$ cat src/sv/ptpd_pkg.sv
package ptpd_pkg;

  localparam int MAX_LINE_WIDTH = 8192;
  localparam int LW_W = 14;
  localparam int COL_W = 13;
  localparam int DOT_W = 27;
  localparam int SUM_W = 10;

  localparam logic [DOT_W-1:0] DOT_MAX = {DOT_W{1'b1}};
  localparam logic [LW_W-1:0] LW_RESET = LW_W'(4960);
  localparam logic [LW_W-1:0] LW_MAX = LW_W'(MAX_LINE_WIDTH);

  localparam logic [7:0] GRAY_THRESHOLD = 8'd128;
  // (r+g+b)/3 < 128  <=>  sum < 384 ; (r+g+b)/3 > 128  <=>  sum >= 387
  localparam logic [SUM_W-1:0] SUM_BELOW = SUM_W'(3 * 128);
  localparam logic [SUM_W-1:0] SUM_ABOVE = SUM_W'(3 * 128 + 3);

  typedef logic [7:0] chan_t;
  typedef logic [LW_W-1:0] width_t;
  typedef logic [DOT_W-1:0] dot_t;

  typedef enum logic [1:0] {
    CFG_PIXEL_FORMAT = 2'd0,
    CFG_SUBTRACTIVE  = 2'd1,
    CFG_LINE_WIDTH   = 2'd2
  } cfg_idx_t;

  typedef struct packed {
    logic   pixel_format;
    logic   subtractive_space;
    width_t line_width;
  } cfg_t;

  typedef struct packed {
    chan_t packed_byte;
    logic  row_end;
    logic  page_end;
    dot_t  dot_total;
  } res_t;

endpackage

$ cat src/sv/ptpd_if.sv
interface ptpd_pix_if;
  logic            valid;
  logic            ready;
  ptpd_pkg::chan_t chan_a;
  ptpd_pkg::chan_t chan_b;
  ptpd_pkg::chan_t chan_c;
  logic            page_final;

  modport source(output valid, output chan_a, output chan_b, output chan_c,
                 output page_final, input ready);
  modport sink(input valid, input chan_a, input chan_b, input chan_c,
               input page_final, output ready);
endinterface

interface ptpd_byte_if;
  logic            valid;
  logic            ready;
  ptpd_pkg::chan_t packed_byte;
  logic            row_end;
  logic            page_end;
  ptpd_pkg::dot_t  dot_total;

  modport source(output valid, output packed_byte, output row_end, output page_end,
                 output dot_total, input ready);
  modport sink(input valid, input packed_byte, input row_end, input page_end,
               input dot_total, output ready);
endinterface

$ cat src/sv/ptpd_classify.sv
module ptpd_classify (
  input  ptpd_pkg::chan_t chan_a,
  input  ptpd_pkg::chan_t chan_b,
  input  ptpd_pkg::chan_t chan_c,
  input  ptpd_pkg::cfg_t  cfg,
  output logic            black
);
  import ptpd_pkg::*;

  logic [SUM_W-1:0] sum;

  assign sum = SUM_W'(chan_a) + SUM_W'(chan_b) + SUM_W'(chan_c);

  always_comb begin
    if (cfg.pixel_format) begin
      black = cfg.subtractive_space ? (sum >= SUM_ABOVE) : (sum < SUM_BELOW);
    end else begin
      black = cfg.subtractive_space ? (chan_a > GRAY_THRESHOLD) : (chan_a < GRAY_THRESHOLD);
    end
  end
endmodule

$ cat src/sv/ptpd_pack.sv
module ptpd_pack (
  input  logic              clk,
  input  logic              rst_n,
  input  logic              advance,
  input  logic              step,
  input  logic              black,
  input  logic              last,
  input  ptpd_pkg::width_t  line_width,
  output logic              out_valid,
  output ptpd_pkg::res_t    res
);
  import ptpd_pkg::*;

  chan_t            acc_r, acc_nxt;
  logic [2:0]       pos_r, pos_nxt;
  logic [COL_W-1:0] col_r, col_nxt;
  dot_t             dot_r, dot_nxt;
  logic             out_valid_r, out_valid_nxt;
  res_t             res_r, res_nxt;

  chan_t  acc_set;
  dot_t   dot_new;
  width_t col_new;
  width_t eff_w;
  logic   row_done;
  logic   emit;

  always_comb begin
    priority if (line_width == '0) begin
      eff_w = width_t'(1);
    end else if (line_width > LW_MAX) begin
      eff_w = LW_MAX;
    end else begin
      eff_w = line_width;
    end
  end

  assign acc_set  = black ? (acc_r | (8'h80 >> pos_r)) : acc_r;
  assign dot_new  = (black && dot_r != DOT_MAX) ? dot_r + dot_t'(1) : dot_r;
  assign col_new  = width_t'(col_r) + width_t'(1);
  assign row_done = (col_new >= eff_w) || last;
  assign emit     = (pos_r == 3'd7) || row_done;

  always_comb begin
    acc_nxt       = acc_r;
    pos_nxt       = pos_r;
    col_nxt       = col_r;
    dot_nxt       = dot_r;
    out_valid_nxt = out_valid_r;
    res_nxt       = res_r;
    if (advance) begin
      out_valid_nxt = step && emit;
    end
    if (step) begin
      if (emit) begin
        acc_nxt = '0;
        pos_nxt = '0;
        col_nxt = row_done ? '0 : col_new[COL_W-1:0];
        dot_nxt = last ? '0 : dot_new;
        res_nxt = '{packed_byte: acc_set, row_end: row_done, page_end: last,
                    dot_total: dot_new};
      end else begin
        acc_nxt = acc_set;
        pos_nxt = pos_r + 3'd1;
        col_nxt = col_new[COL_W-1:0];
        dot_nxt = dot_new;
      end
    end
  end

  always_ff @(posedge clk) begin
    if (!rst_n) begin
      acc_r       <= '0;
      pos_r       <= '0;
      col_r       <= '0;
      dot_r       <= '0;
      out_valid_r <= 1'b0;
    end else begin
      acc_r       <= acc_nxt;
      pos_r       <= pos_nxt;
      col_r       <= col_nxt;
      dot_r       <= dot_nxt;
      out_valid_r <= out_valid_nxt;
    end
  end

  always_ff @(posedge clk) begin
    res_r <= res_nxt;
  end

  assign out_valid = out_valid_r;
  assign res       = res_r;
endmodule

$ cat src/sv/pixel_threshold_pack_dotcount.sv
// Thresholds one pixel per beat (gray, or the truncated mean of RGB) at 128,
// packs black pixels MSB-first into bytes and keeps a saturating per-page
// black-dot count. A byte leaves after eight pixels, at row end (zero-padded)
// or at the page's last pixel; the count clears after the page's last byte.
// A pixel beat is taken every cycle while the output is not held; each pixel
// passes the input classify register, then the pack state and output register.
// Output backpressure stalls both stages; a pixel can still enter the empty input
// stage while a byte waits. Write cfg registers only while the block is idle.
module pixel_threshold_pack_dotcount (
  input  logic                clk,
  input  logic                rst_n,
  ptpd_pix_if.sink            in_pix,
  ptpd_byte_if.source         out_byte,
  input  logic                cfg_we,
  input  ptpd_pkg::cfg_idx_t  cfg_index,
  input  ptpd_pkg::width_t    cfg_wdata
);
  import ptpd_pkg::*;

  cfg_t cfg_r, cfg_nxt;
  logic s1_valid_r, s1_valid_nxt;
  logic s1_black_r, s1_black_nxt;
  logic s1_last_r, s1_last_nxt;

  logic black;
  logic advance;
  logic in_ready;
  logic step;
  logic pk_valid;
  res_t pk_res;

  always_comb begin
    cfg_nxt = cfg_r;
    if (cfg_we) begin
      unique case (cfg_index)
        CFG_PIXEL_FORMAT: cfg_nxt.pixel_format      = cfg_wdata[0];
        CFG_SUBTRACTIVE:  cfg_nxt.subtractive_space = cfg_wdata[0];
        CFG_LINE_WIDTH:   cfg_nxt.line_width        = cfg_wdata;
        default: ;
      endcase
    end
  end

  ptpd_classify u_classify (
    .chan_a (in_pix.chan_a),
    .chan_b (in_pix.chan_b),
    .chan_c (in_pix.chan_c),
    .cfg    (cfg_r),
    .black  (black)
  );

  assign advance  = !pk_valid || out_byte.ready;
  assign in_ready = !s1_valid_r || advance;
  assign step     = s1_valid_r && advance;

  always_comb begin
    s1_valid_nxt = s1_valid_r;
    s1_black_nxt = s1_black_r;
    s1_last_nxt  = s1_last_r;
    if (in_ready) begin
      s1_valid_nxt = in_pix.valid;
      s1_black_nxt = black;
      s1_last_nxt  = in_pix.page_final;
    end
  end

  always_ff @(posedge clk) begin
    if (!rst_n) begin
      cfg_r      <= '{pixel_format: 1'b0, subtractive_space: 1'b0, line_width: LW_RESET};
      s1_valid_r <= 1'b0;
    end else begin
      cfg_r      <= cfg_nxt;
      s1_valid_r <= s1_valid_nxt;
    end
  end

  always_ff @(posedge clk) begin
    s1_black_r <= s1_black_nxt;
    s1_last_r  <= s1_last_nxt;
  end

  ptpd_pack u_pack (
    .clk        (clk),
    .rst_n      (rst_n),
    .advance    (advance),
    .step       (step),
    .black      (s1_black_r),
    .last       (s1_last_r),
    .line_width (cfg_r.line_width),
    .out_valid  (pk_valid),
    .res        (pk_res)
  );

  assign in_pix.ready         = in_ready;
  assign out_byte.valid       = pk_valid;
  assign out_byte.packed_byte = pk_res.packed_byte;
  assign out_byte.row_end     = pk_res.row_end;
  assign out_byte.page_end    = pk_res.page_end;
  assign out_byte.dot_total   = pk_res.dot_total;
endmodule
$ cat src/flat_wrapper.sv
// flat-port wrapper written by rule: the top's interface ports become plain ports
module pixel_threshold_pack_dotcount_flat import ptpd_pkg::*;
  (clk, rst_n, cfg_we, cfg_index, cfg_wdata, in_pix_valid, in_pix_chan_a, in_pix_chan_b, in_pix_chan_c, in_pix_page_final, in_pix_ready, out_byte_valid, out_byte_packed_byte, out_byte_row_end, out_byte_page_end, out_byte_dot_total, out_byte_ready);
  ptpd_pix_if in_pix_i ();
  ptpd_byte_if out_byte_i ();
  input  logic clk;
  input  logic rst_n;
  input  logic cfg_we;
  input  ptpd_pkg::cfg_idx_t cfg_index;
  input  ptpd_pkg::width_t cfg_wdata;
  input wire logic [$bits(in_pix_i.valid)-1:0] in_pix_valid;
  input wire logic [$bits(in_pix_i.chan_a)-1:0] in_pix_chan_a;
  input wire logic [$bits(in_pix_i.chan_b)-1:0] in_pix_chan_b;
  input wire logic [$bits(in_pix_i.chan_c)-1:0] in_pix_chan_c;
  input wire logic [$bits(in_pix_i.page_final)-1:0] in_pix_page_final;
  output wire logic [$bits(in_pix_i.ready)-1:0] in_pix_ready;
  output wire logic [$bits(out_byte_i.valid)-1:0] out_byte_valid;
  output wire logic [$bits(out_byte_i.packed_byte)-1:0] out_byte_packed_byte;
  output wire logic [$bits(out_byte_i.row_end)-1:0] out_byte_row_end;
  output wire logic [$bits(out_byte_i.page_end)-1:0] out_byte_page_end;
  output wire logic [$bits(out_byte_i.dot_total)-1:0] out_byte_dot_total;
  input wire logic [$bits(out_byte_i.ready)-1:0] out_byte_ready;
  assign in_pix_i.valid = in_pix_valid;
  assign in_pix_i.chan_a = in_pix_chan_a;
  assign in_pix_i.chan_b = in_pix_chan_b;
  assign in_pix_i.chan_c = in_pix_chan_c;
  assign in_pix_i.page_final = in_pix_page_final;
  assign in_pix_ready = in_pix_i.ready;
  assign out_byte_valid = out_byte_i.valid;
  assign out_byte_packed_byte = out_byte_i.packed_byte;
  assign out_byte_row_end = out_byte_i.row_end;
  assign out_byte_page_end = out_byte_i.page_end;
  assign out_byte_dot_total = out_byte_i.dot_total;
  assign out_byte_i.ready = out_byte_ready;
  pixel_threshold_pack_dotcount u_core (.clk(clk), .rst_n(rst_n), .in_pix(in_pix_i), .out_byte(out_byte_i), .cfg_we(cfg_we), .cfg_index(cfg_index), .cfg_wdata(cfg_wdata));
endmodule
$ cat config.mk
export PLATFORM = sky130hd
export DESIGN_NAME = pixel_threshold_pack_dotcount_flat
export DESIGN_NICKNAME = d
export VERILOG_FILES = /design/src/sv/ptpd_pkg.sv /design/src/sv/ptpd_if.sv /design/src/sv/ptpd_classify.sv /design/src/sv/ptpd_pack.sv /design/src/sv/pixel_threshold_pack_dotcount.sv /design/src/flat_wrapper.sv
export SDC_FILE = /design/constraint.sdc
export NUM_CORES = 1
export LEC_CHECK = 0
export BUFFER_PORTS_ARGS = -buffer_cell sky130_fd_sc_hd__buf_2
export CORE_ASPECT_RATIO = 1.25
export CORE_MARGIN = 2
export CORE_UTILIZATION = 31
export DETAILED_ROUTE_END_ITERATION = 12
export GPL_TIMING_DRIVEN = 0
export HOLD_SLACK_MARGIN = 0.1
export PLACE_DENSITY = 0.58
export SKIP_LAST_GASP = 1
export SYNTH_ARGS = -nofsm -noshare
export SYNTH_HDL_FRONTEND = slang
export SYNTH_SLANG_ARGS = --single-unit
$ cat constraint.sdc
create_clock -name clk -period 6 [get_ports clk]
set_clock_uncertainty 0.15 [all_clocks]
set_input_delay 0.9 -clock clk [delete_from_list [all_inputs] [get_ports clk]]
set_output_delay 0.9 -clock clk [all_outputs]
set_load 0.05 [all_outputs]
Word-level counts from Yosys, hierarchy flattened
Index checks and enable logic that the tools add are counted.
Widths: inputs -> output; s select.

cells by class
  multiplexer cells = 13
  equal/unequal tests = 4
  order comparisons = 6
  bitwise gates (word level) = 1
  $add $sub $neg = 5
  reductions and logical operators = 15
  shifts and indexed selects = 1

operator list
  operator               number
  $mux 27                3
  $mux 14                2
  $add 27x1->27 const B  1
  $ne 27x27->1 const B   1
  $mux 13                2
  $mux 8                 2
  $add 13x1->14 const B  1
  $ge 14x14->1           1
  $gt 14x14->1 const B   1
  $logic_not 14->1       1
  $add 10x8->10          1
  $ge 10x9->1 const B    1
  $lt 10x9->1 const B    1
  $add 8x8->9            1
  $gt 8x8->1 const B     1
  $lt 8x8->1 const B     1
  $or 8x8->8             1
  $reduce_and 2->1       4
  $shr 8x3->8 const A    1
  $logic_or 1x1->1       4
  $add 3x1->3 const B    1
  $eq 3x3->1 const B     1
  $logic_and 1x1->1      3
  $mux 1                 3
  other kinds (5)        6

word-level totals
  logic and storage cells = 60
  output and inout port bits = 39
  bits in registers = 108
  input bits = 46

Depth between registers and ports, before layout
Gate-level depths: netlist of run 1.

  depth after elaboration = 7
  mapped depth = 15
  depth with buffers taken out = 15

By module
From an unflattened synthesis of run 1, not the netlist that was laid out.

unflattened totals
  cells, all modules = 708
  area, all modules = 6492.5 sq um

by module, submodules not included
  module                         cells an instance  instances  area each (sq um)
  ptpd_pack                      554                1          5047.3
  pixel_threshold_pack_dotcount  78                 1          787.0
  ptpd_classify                  76                 1          658.1

Worst setup path before layout of run 1
OpenSTA, ideal clock, no wires.

  kind = register to register
  start = reg u_core.u_pack.col_r[2]
  end = reg u_core.u_pack.res_r (netlist bit u_core.u_pack.res[0]) (enable)
  stages on the path, launching flop included = 11
  slack = 1.219 ns
  period minus slack after synthesis = 4.781 ns
  buffers on the path = 0
  required time = 5.419 ns
  arrival = 4.199 ns
  cells stage by stage = dfxtp_1 -> and3_1 -> and3_1 -> nand3_1 -> or2_2 -> xnor2_1 -> ha_1 -> nand4_1 -> a2111oi_0 -> a211oi_1 -> nor2_1

between the ends
  cells in the longest elaborated chain, start to end = 5

ends and longest elaborated chain
  item                        RTL line         text
  start: declaration          ptpd_pack.sv:16  logic [COL_W-1:0] col_r, col_nxt;
  start signal: assignment    ptpd_pack.sv:81  col_r <= col_nxt;
  $add 13x1->14               ptpd_pack.sv:40  assign col_new = width_t'(col_r) + width_t'(1);
  $ge 14x14->1                ptpd_pack.sv:41  assign row_done = (col_new >= eff_w) || last;
  $logic_or 1x1->1            ptpd_pack.sv:41
  $logic_or 1x1->1            ptpd_pack.sv:42  assign emit = (pos_r == 3'd7) || row_done;
  $reduce_and 2->1 (no line)  --
  end signal: assignment      ptpd_pack.sv:88  res_r <= res_nxt;
  end: declaration            ptpd_pack.sv:19  res_t res_r, res_nxt;

Every way passes these cells.
A chain may end at the register's enable or synchronous reset.

Worst setup path in the final report of run 1
  start = reg u_core.u_pack.col_r[0]
  end = reg u_core.u_pack.res_r (netlist bit u_core.u_pack.res[14]) (enable)

Same word-level chain as after synthesis.

==> run_summary.xml, run 1 <==
<?xml version="1.0" encoding="UTF-8"?>
<metrics>
  <group name="sta">
    <metric name="max_freq" unit="MHz">228.7</metric>
    <metric name="setup-tns-final" unit="ns">0</metric>
    <metric name="unrepaired_setup_endpoints_after_global_routing" unit="">no</metric>
    <metric name="setup-violations-final" unit="">0</metric>
    <metric name="finalWorstPathRequiredPeriod" unit="ns">4.372</metric>
    <metric name="number_of_hold_slack_violations_in_the_final_timing_report" unit="">0</metric>
    <metric name="final_critical_path_share_of_the_clock_period" unit="">0.7286</metric>
    <metric name="timing_worst_slew_pin_value" unit="ns">0.8779</metric>
    <metric name="final_max_slew_viol_count" unit="">0</metric>
    <metric name="max-slew-margin-rel" unit="">0.3996</metric>
    <metric name="final.hold.worst_slack" unit="ns">0.2897</metric>
  </group>
  <group name="layout">
    <metric name="diodes" unit="">0</metric>
    <metric name="final_non_filler_cell_total" unit="">1051</metric>
    <metric name="syn_to_final_growth" unit="%">17.47</metric>
    <metric name="design_area" unit="um^2">7377</metric>
    <metric name="area_taken_by_multi_input_logic_gates" unit="um^2">3458</metric>
    <metric name="drive_above_1_share" unit="">0.1767</metric>
    <metric name="layout.filler_cells" unit="">2110</metric>
    <metric name="final_nets" unit="">862</metric>
    <metric name="layout.area.seq" unit="um^2">2552</metric>
  </group>
  <group name="clock_tree">
    <metric name="cts.repair.resized" unit="">0</metric>
    <metric name="clock_tree_from_tritoncts" unit="">done</metric>
    <metric name="cts.repair_timing.setup_buffer_count" unit="">0</metric>
    <metric name="cts.path.max_buffers" unit="">2</metric>
    <metric name="cts.root.buffer_cell" unit="">sky130_fd_sc_hd__clkbuf_16</metric>
    <metric name="number_of_cts_inserted_buffers" unit="">9</metric>
    <metric name="post_cts_hold_buffers" unit="">0</metric>
    <metric name="cts.htree.levels" unit="">3</metric>
    <metric name="cts.clk_slew.worst_paths" unit="ns">0.07</metric>
    <metric name="clk_latency" unit="ns">0.35</metric>
    <metric name="sink_count_of_the_clock_tree" unit="">108</metric>
  </group>
  <group name="worst_setup_path">
    <metric name="regToRegSetupSlack" unit="ns">1.63</metric>
    <metric name="start_kind" unit="">register</metric>
    <metric name="r2r.worst_path.cells" unit="">11</metric>
    <metric name="maximum_fanout_encountered_on_the_critical_timing_path" unit="">28</metric>
    <metric name="required" unit="ns">5.91</metric>
    <metric name="setup.worst_path.class" unit="">reg -&gt; reg</metric>
    <metric name="cp.arrival" unit="ns">4.28</metric>
    <metric name="timing.critical_path.to_type" unit="">register</metric>
    <metric name="critical_path.reg2reg.startpoint" unit="">u_core.u_pack.col_r[0]</metric>
    <metric name="rr_endpoint" unit="">u_core.u_pack.res[14]</metric>
  </group>
  <group name="routing">
    <metric name="drt_wl_total" unit="mm">15.00</metric>
    <metric name="wl_per_cell" unit="um">14.27</metric>
    <metric name="dr.pass1.iters" unit="">4</metric>
    <metric name="drc_errors_left" unit="">0</metric>
    <metric name="vias" unit="">5231</metric>
    <metric name="via_density_per_instance" unit="">4.977</metric>
    <metric name="detailedRoute.firstIterationViolations" unit="">212</metric>
    <metric name="drt.antenna.violating_nets" unit="">0</metric>
  </group>
  <group name="logic_synthesis">
    <metric name="ys.warnings.count" unit="">0</metric>
    <metric name="synthesis.instances" unit="">680</metric>
    <metric name="ys_ff_latch" unit="">108</metric>
    <metric name="mappedNetlistNets" unit="">766</metric>
    <metric name="synth_top_cell_by_area" unit="">sky130_fd_sc_hd__dfxtp_1</metric>
    <metric name="synth_top_family_by_area" unit="">simple AND/OR/NAND/NOR gates</metric>
    <metric name="synth_top_area_share" unit="">0.2200</metric>
    <metric name="combined_area_of_all_synthesized_cells" unit="um^2">6280</metric>
    <metric name="ys_seq_area_frac" unit="">0.4065</metric>
    <metric name="synth_async_sr_flop_share" unit="">0</metric>
    <metric name="ys.flop_type" unit="">sky130_fd_sc_hd__dfxtp_1</metric>
    <metric name="synth.top_cells.by_area" unit="">sky130_fd_sc_hd__dfxtp_1 (22%), sky130_fd_sc_hd__edfxtp_1 (19%), sky130_fd_sc_hd__ha_1 (7.6%)</metric>
    <metric name="number_of_library_cell_types_mapped_by_synthesis" unit="">66</metric>
    <metric name="post_synth_xor_area_fraction" unit="">0.06137</metric>
    <metric name="yosys-mux-area-fraction" unit="">0.004981</metric>
    <metric name="synth.avg_cell_area" unit="um^2">9.235</metric>
    <metric name="synth_area_in_compound_gates" unit="">0.1837</metric>
    <metric name="post_synth_and_or_nand_nor_area_fraction" unit="">0.2174</metric>
    <metric name="post_synth_fa_ha_maj_area_fraction" unit="">0.08209</metric>
    <metric name="edff_count_synth" unit="">39</metric>
  </group>
  <group name="floorplanning">
    <metric name="fp.dieArea" unit="um^2">21420</metric>
    <metric name="fp.coreArea" unit="um^2">20030</metric>
    <metric name="floorplan.die.width" unit="um">131.3</metric>
    <metric name="rows" unit="">58</metric>
    <metric name="pin_count" unit="">85</metric>
    <metric name="chipHeight" unit="um">163.1</metric>
    <metric name="initial_utilization" unit="">0.3135</metric>
  </group>
  <group name="pwr">
    <metric name="power.ir.vdd_worst" unit="V">0.0001452</metric>
    <metric name="leakage" unit="nW">2.857</metric>
    <metric name="powerDensity" unit="nW/um^2">226.7</metric>
    <metric name="design_power_total" unit="mW">1.672</metric>
  </group>
  <group name="placement">
    <metric name="placement.cell_area" unit="um^2">7066</metric>
    <metric name="routabilityCongestion" unit="">0.8095</metric>
    <metric name="hpwl" unit="mm">11.34</metric>
    <metric name="portBuffers" unit="">84</metric>
    <metric name="placed_cells_incl_taps" unit="">1035</metric>
  </group>
  <group name="global_routing">
    <metric name="first_global_vias" unit="">4923</metric>
    <metric name="grt_antenna_before_repair" unit="">0</metric>
    <metric name="grt_max_degree" unit="">29</metric>
    <metric name="grt.total_usage" unit="">0.1403</metric>
    <metric name="grt_first_pass_wirelength" unit="mm">24.40</metric>
    <metric name="grt_overflow_total" unit="">0</metric>
  </group>
  <group name="outcome">
    <metric name="status" unit="">finished, final reports clean</metric>
  </group>
  <group name="min_path">
    <metric name="worst_hold_check_path_type" unit="">reg -&gt; reg</metric>
    <metric name="holdPathEnd" unit="">u_core.u_pack.acc_r[0]</metric>
    <metric name="hold_path_depth" unit="">2</metric>
    <metric name="worst_hold_startpoint" unit="">u_core.u_pack.acc_r[0]</metric>
  </group>
  <group name="flow_run">
    <metric name="cap_viol_max_count" unit="">0</metric>
  </group>
</metrics>
[placed cells by master, fill, tap and decap left out, types with 6 or more instances in the layout]
cell type,count
sky130_fd_sc_hd__nor2_1,29
sky130_fd_sc_hd__a21oi_1,55
sky130_fd_sc_hd__nand4_1,7
sky130_fd_sc_hd__a21o_1,14
sky130_fd_sc_hd__nor4_1,6
sky130_fd_sc_hd__xor2_1,7
sky130_fd_sc_hd__edfxtp_1,39
sky130_fd_sc_hd__a221o_1,9
sky130_fd_sc_hd__nand2_1,80
sky130_fd_sc_hd__nand3_1,28
sky130_fd_sc_hd__o211ai_1,6
sky130_fd_sc_hd__nor3_1,12
sky130_fd_sc_hd__and3_1,19
sky130_fd_sc_hd__dfxtp_1,69
sky130_fd_sc_hd__a31oi_1,19
sky130_fd_sc_hd__clkbuf_16,9
sky130_fd_sc_hd__inv_1,18
sky130_fd_sc_hd__buf_2,88
sky130_fd_sc_hd__ha_1,38
sky130_fd_sc_hd__nor2b_1,8
sky130_fd_sc_hd__o21ai_0,33
sky130_fd_sc_hd__or3_1,21
sky130_fd_sc_hd__xnor2_1,37
sky130_fd_sc_hd__and4_1,8
sky130_fd_sc_hd__clkbuf_1,24
[Yosys cell counts, drive strengths merged (4+ instances only)]
cell    count
a21oi      55
a21o       14
a31oi      22
ha         38
a211oi      4
clkbuf     24
o211ai      6
nor4        6
and4        8
nand3b      5
nor3       13
nand2b      5
o21ai      34
a221o       9
and3       20
nand2      80
xnor2      37
nand4       9
buf        16
dfxtp      69
edfxtp     39
nor2b       8
or2         4
or3        21
nand3      33
xor2        7
nor2       30
inv        18
[per-stage QoR]
stage / utilization / worst slack, ns
global route: 0.3683 / 1.285
detailed placement: 0.3528 / 1.677
CTS: 0.3683 / 1.633
global placement: 0.3514 / -0.1840
finish: 0.3683 / 1.628
floorplan: - / 1.219
[logic make-up (layout without fill, tap and decap cells)]
| logic type | after synthesis | after routing |
|---|---|---|
| AOI/OAI and AO/OA | 174 | 174 |
| adders and majority gates | 40 | 40 |
| xor gates and xnor gates | 44 | 44 |
| buffers and inverters | 58 | 159 |
| and+or+nand+nor | 253 | 253 |
| DFF | 108 | 108 |
| muxes | 3 | 3 |
[layout make-up]
class,instances,share of cell area
Multi-Input combinational cell,514,0.4688
Sequential cell,108,0.3460
Buffer,40,0.02832
Inverter,18,0.009159
Timing Repair Buffer,85,0.05970
Clock buffer,12,0.03477
Tap cell,270,0.04579
Clock inverter,4,0.007463
[worst max-delay path, stage by stage (launching register included)]
cell	delay [ns]
sky130_fd_sc_hd__dfxtp_1	0.45
sky130_fd_sc_hd__ha_1	0.35
sky130_fd_sc_hd__and3_1	0.24
sky130_fd_sc_hd__nand3_1	0.19
sky130_fd_sc_hd__or2_2	0.39
sky130_fd_sc_hd__xnor2_1	0.15
sky130_fd_sc_hd__ha_1	0.30
sky130_fd_sc_hd__nand4_1	0.14
sky130_fd_sc_hd__a2111oi_0	0.70
sky130_fd_sc_hd__a211oi_1	0.39
sky130_fd_sc_hd__nor2_4	0.39
sky130_fd_sc_hd__buf_12	0.24
[per-layer routing]
layer / wire length [um] / vias up / part of all wire / track usage
met1: 6818 / 2421 / 0.45 / 0.1756
met5: 0 / - / 0 / 0
met4: 214 / 0 / 0.014 / 0.04496
met3: 591 / 11 / 0.039 / 0.02700
li1: - / 2696 / - / -
met2: 7371 / 103 / 0.49 / 0.2443
[where the power goes]
group          total, mW  switching [mW]  internal, mW
clock network      0.622           0.272         0.350
registers          0.781         0.00845         0.772
logic              0.269           0.171        0.0981
total               1.67           0.452          1.22
[state kept, by name (all words and copies together), names as in the netlist]
| register | cells |
|---|---|
| u_core.s1_valid_r | 1 |
| u_core.u_pack.dot_r | 27 |
| u_core.s1_last_r | 1 |
| u_core.u_pack.res | 37 |
| u_core.u_pack.col_r | 13 |
| u_core.u_pack.acc_r | 8 |
| u_core.u_pack.pos_r | 3 |
| u_core.u_pack.out_valid | 1 |
| u_core.s1_black_r | 1 |
| u_core.cfg_r | 16 |
[worst max path at each step]
stage                      startpoint                    end  slack (ns)  cells past startpoint
2_1_floorplan  u_core.u_pack.col_r[2]   u_core.u_pack.res[0]        1.22                     10
3_3_place_gp   u_core.u_pack.col_r[0]   u_core.u_pack.res[4]       -0.18                     10
3_5_place_dp   u_core.u_pack.col_r[0]   u_core.u_pack.res[4]        1.68                     11
4_1_cts        u_core.u_pack.col_r[0]  u_core.u_pack.res[14]        1.63                     11
5_1_grt        u_core.u_pack.col_r[0]  u_core.u_pack.res[12]        1.29                     11
6_report       u_core.u_pack.col_r[0]  u_core.u_pack.res[14]        1.63                     11
Note: power is estimated with default switching activity, not from simulation.
==> run 2: changes to the inputs <==
--- a/config.mk
+++ b/config.mk
@@ -12,7 +12,7 @@
 export DETAILED_ROUTE_END_ITERATION = 12
 export GPL_TIMING_DRIVEN = 0
 export HOLD_SLACK_MARGIN = 0.1
-export PLACE_DENSITY = 0.58
+export PLACE_DENSITY = 0.6
 export SKIP_LAST_GASP = 1
 export SYNTH_ARGS = -nofsm -noshare
 export SYNTH_HDL_FRONTEND = slang
==> constraint.sdc (replaced) <==
create_clock -name clk -period 3.8 [get_ports clk]
set_clock_uncertainty 0.15 [all_clocks]
set_input_delay 0.57 -clock clk [delete_from_list [all_inputs] [get_ports clk]]
set_output_delay 0.57 -clock clk [all_outputs]
set_load 0.05 [all_outputs]
==> run_summary.xml, run 2 (same netlist as run 1, synthesis figures left out) <==
<?xml version="1.0" encoding="UTF-8"?>
<metrics>
  <group name="sta">
    <metric name="final.hold.worst_slack" unit="ns">0.2322</metric>
    <metric name="max_freq" unit="MHz">277.5</metric>
    <metric name="unrepaired_setup_endpoints_after_global_routing" unit="">no</metric>
    <metric name="number_of_hold_slack_violations_in_the_final_timing_report" unit="">0</metric>
    <metric name="final_critical_path_share_of_the_clock_period" unit="">0.9483</metric>
    <metric name="final_max_slew_viol_count" unit="">0</metric>
    <metric name="max-slew-margin-rel" unit="">0.5356</metric>
    <metric name="setup-violations-final" unit="">0</metric>
    <metric name="timing_worst_slew_pin_value" unit="ns">0.6966</metric>
    <metric name="finalWorstPathRequiredPeriod" unit="ns">3.604</metric>
  </group>
  <group name="floorplanning">
    <metric name="chipHeight" unit="um">163.1</metric>
    <metric name="fp.coreArea" unit="um^2">20030</metric>
    <metric name="rows" unit="">58</metric>
    <metric name="floorplan.die.width" unit="um">131.3</metric>
    <metric name="pin_count" unit="">85</metric>
    <metric name="initial_utilization" unit="">0.3135</metric>
    <metric name="fp.dieArea" unit="um^2">21420</metric>
  </group>
  <group name="worst_setup_path">
    <metric name="setup.worst_path.start" unit="">u_core.u_pack.col_r[4]</metric>
    <metric name="r2r.worst_path.cells" unit="">13</metric>
    <metric name="cp.arrival" unit="ns">3.58</metric>
    <metric name="critical_path.reg2reg.startpoint" unit="">u_core.u_pack.col_r[4]</metric>
    <metric name="rr_endpoint" unit="">u_core.u_pack.res[24]</metric>
    <metric name="start_kind" unit="">register</metric>
    <metric name="regToRegSetupSlack" unit="ns">0.20</metric>
    <metric name="setup.worst_path.class" unit="">reg -&gt; reg</metric>
    <metric name="timing.critical_path.to_type" unit="">register</metric>
    <metric name="required" unit="ns">3.78</metric>
    <metric name="setup.worst_path.end" unit="">u_core.u_pack.res[24]</metric>
    <metric name="maximum_fanout_encountered_on_the_critical_timing_path" unit="">17</metric>
  </group>
  <group name="layout">
    <metric name="diodes" unit="">0</metric>
    <metric name="final_nets" unit="">867</metric>
    <metric name="layout_common_cells" unit="">sky130_fd_sc_hd__buf_2 (88), sky130_fd_sc_hd__nand2_1 (80), sky130_fd_sc_hd__dfxtp_1 (66)</metric>
    <metric name="syn_to_final_growth" unit="%">18.93</metric>
    <metric name="finalCoreUtilization" unit="">0.3729</metric>
    <metric name="drive_above_1_share" unit="">0.1921</metric>
    <metric name="largest_register_ffs" unit="">37</metric>
    <metric name="mostFrequentLayoutCell" unit="">sky130_fd_sc_hd__buf_2</metric>
  </group>
  <group name="global_routing">
    <metric name="first_global_vias" unit="">4993</metric>
    <metric name="grt.total_usage" unit="">0.1430</metric>
    <metric name="grt_max_degree" unit="">20</metric>
    <metric name="grt_first_pass_wirelength" unit="mm">24.86</metric>
    <metric name="grt_overflow_total" unit="">0</metric>
    <metric name="grt_antenna_before_repair" unit="">0</metric>
  </group>
  <group name="clock_tree">
    <metric name="number_of_cts_inserted_buffers" unit="">9</metric>
    <metric name="clk_latency" unit="ns">0.36</metric>
    <metric name="post_cts_hold_buffers" unit="">0</metric>
    <metric name="sink_count_of_the_clock_tree" unit="">108</metric>
    <metric name="cts.htree.levels" unit="">3</metric>
    <metric name="cts.path.max_buffers" unit="">2</metric>
    <metric name="cts.clk_slew.worst_paths" unit="ns">0.07</metric>
    <metric name="clock_tree_from_tritoncts" unit="">done</metric>
    <metric name="cts.root.buffer_cell" unit="">sky130_fd_sc_hd__clkbuf_16</metric>
  </group>
  <group name="min_path">
    <metric name="hold_path_depth" unit="">1</metric>
    <metric name="worst_hold_check_path_type" unit="">in -&gt; reg</metric>
    <metric name="worst_hold_startpoint" unit="">in_pix_page_final</metric>
  </group>
  <group name="pwr">
    <metric name="leakage" unit="nW">2.882</metric>
    <metric name="design_power_total" unit="mW">2.647</metric>
    <metric name="clockPowerShare" unit="">0.369</metric>
    <metric name="powerDensity" unit="nW/um^2">354.4</metric>
    <metric name="switching_power_share_of_the_total" unit="">0.2782</metric>
    <metric name="internal_power" unit="mW">1.910</metric>
    <metric name="portion_of_total_power_attributed_to_sequential_cells" unit="">0.466</metric>
    <metric name="power.ir.vdd_worst" unit="V">0.0002112</metric>
    <metric name="power.switching" unit="uW">736.2</metric>
    <metric name="power.combinational.fraction" unit="">0.166</metric>
  </group>
  <group name="placement">
    <metric name="hpwl" unit="mm">11.22</metric>
    <metric name="portBuffers" unit="">84</metric>
    <metric name="routabilityCongestion" unit="">0.7884</metric>
  </group>
  <group name="flow_run">
    <metric name="cap_viol_max_count" unit="">0</metric>
  </group>
  <group name="routing">
    <metric name="wl_per_cell" unit="um">14.43</metric>
    <metric name="dr.pass1.iters" unit="">4</metric>
    <metric name="vias" unit="">5284</metric>
    <metric name="via_density_per_instance" unit="">5.004</metric>
    <metric name="drc_errors_left" unit="">0</metric>
    <metric name="drt_wl_total" unit="mm">15.24</metric>
    <metric name="drt.antenna.violating_nets" unit="">0</metric>
    <metric name="detailedRoute.firstIterationViolations" unit="">280</metric>
  </group>
  <group name="outcome">
    <metric name="status" unit="">finished, final reports clean</metric>
  </group>
</metrics>
run 2: how the worst min path moves through the flow:
| stage | slack [ns] | end |
|---|---|---|
| 2_1_floorplan | 0.27 | u_core.u_pack.acc_r[0] |
| 3_3_place_gp | 0.27 | u_core.u_pack.acc_r[0] |
| 3_5_place_dp | 0.29 | u_core.u_pack.acc_r[0] |
| 4_1_cts | 0.22 | u_core.s1_last_r |
| 5_1_grt | 0.23 | u_core.s1_last_r |
| 6_report | 0.23 | u_core.s1_last_r |
run 2: critical path: stages, from the launching register on:
cell and delay, ns:
sky130_fd_sc_hd__dfxtp_1 0.40, sky130_fd_sc_hd__and3_1 0.21, sky130_fd_sc_hd__and3_2 0.25, sky130_fd_sc_hd__nand3_2 0.13, sky130_fd_sc_hd__or2_2 0.37, sky130_fd_sc_hd__xnor2_1 0.14, sky130_fd_sc_hd__ha_1 0.31, sky130_fd_sc_hd__a21o_1 0.16
sky130_fd_sc_hd__a21o_1 0.19, sky130_fd_sc_hd__a221o_1 0.40, sky130_fd_sc_hd__a211oi_4 0.24, sky130_fd_sc_hd__buf_4 0.19, sky130_fd_sc_hd__nor2_4 0.05, sky130_fd_sc_hd__buf_12 0.18
run 2: area by class of cell:
| class | count | area (um^2) |
|---|---|---|
| Clock inverter | 5 | 58.81 |
| Buffer | 40 | 212.7 |
| Fill cell | 2120 | 12560 |
| Timing Repair Buffer | 89 | 483.0 |
| Tap cell | 270 | 337.8 |
| Multi-Input combinational cell | 515 | 3510 |
| Clock buffer | 11 | 242.7 |
| Sequential cell | 108 | 2556 |
| Inverter | 18 | 67.56 |
run 2: power groups by stage:
stage          Combinational (mW)  Clock, mW  Sequential, mW
2_1_floorplan               0.260          0            1.31
3_3_place_gp                0.420          0            1.26
3_5_place_dp                0.426          0            1.26
4_1_cts                     0.438       1.00            1.23
5_1_grt                     0.486       1.05            1.24
6_report                    0.438      0.976            1.23
run 2: through the flow:
step | cell area, um^2 | setup slack, ns | instances | setup TNS, ns
after CTS | 7433 | 0.01588 | 1055 | 0
after global routing | 7468 | 0.004691 | 1056 | 0
final | 7468 | 0.1965 | 1056 | 0
after floorplan | 6287 | 0.007679 | 680 | 0
after global placement | 7046 | -0.7884 | 1034 | -34.55
after detailed placement | 7046 | -0.7871 | 1034 | -34.77
run 2: per-layer routing:
| layer | vias up | wire length, um | track usage |
|---|---|---|---|
| met3 | 23 | 473 | 0.01955 |
| met4 | 0 | 365 | 0.06818 |
| li1 | 2701 | - | - |
| met5 | - | 0 | 0 |
| met1 | 2461 | 7055 | 0.1808 |
| met2 | 99 | 7340 | 0.2423 |
run 2: what timing repair did:
action                                  in CTS  in global routing
pin swaps                                    3                  1
endpoints found under the setup margin      59                 58
cloned                                       1                  0
setup buffers                                4                  1
gates resized for setup                      7                  8
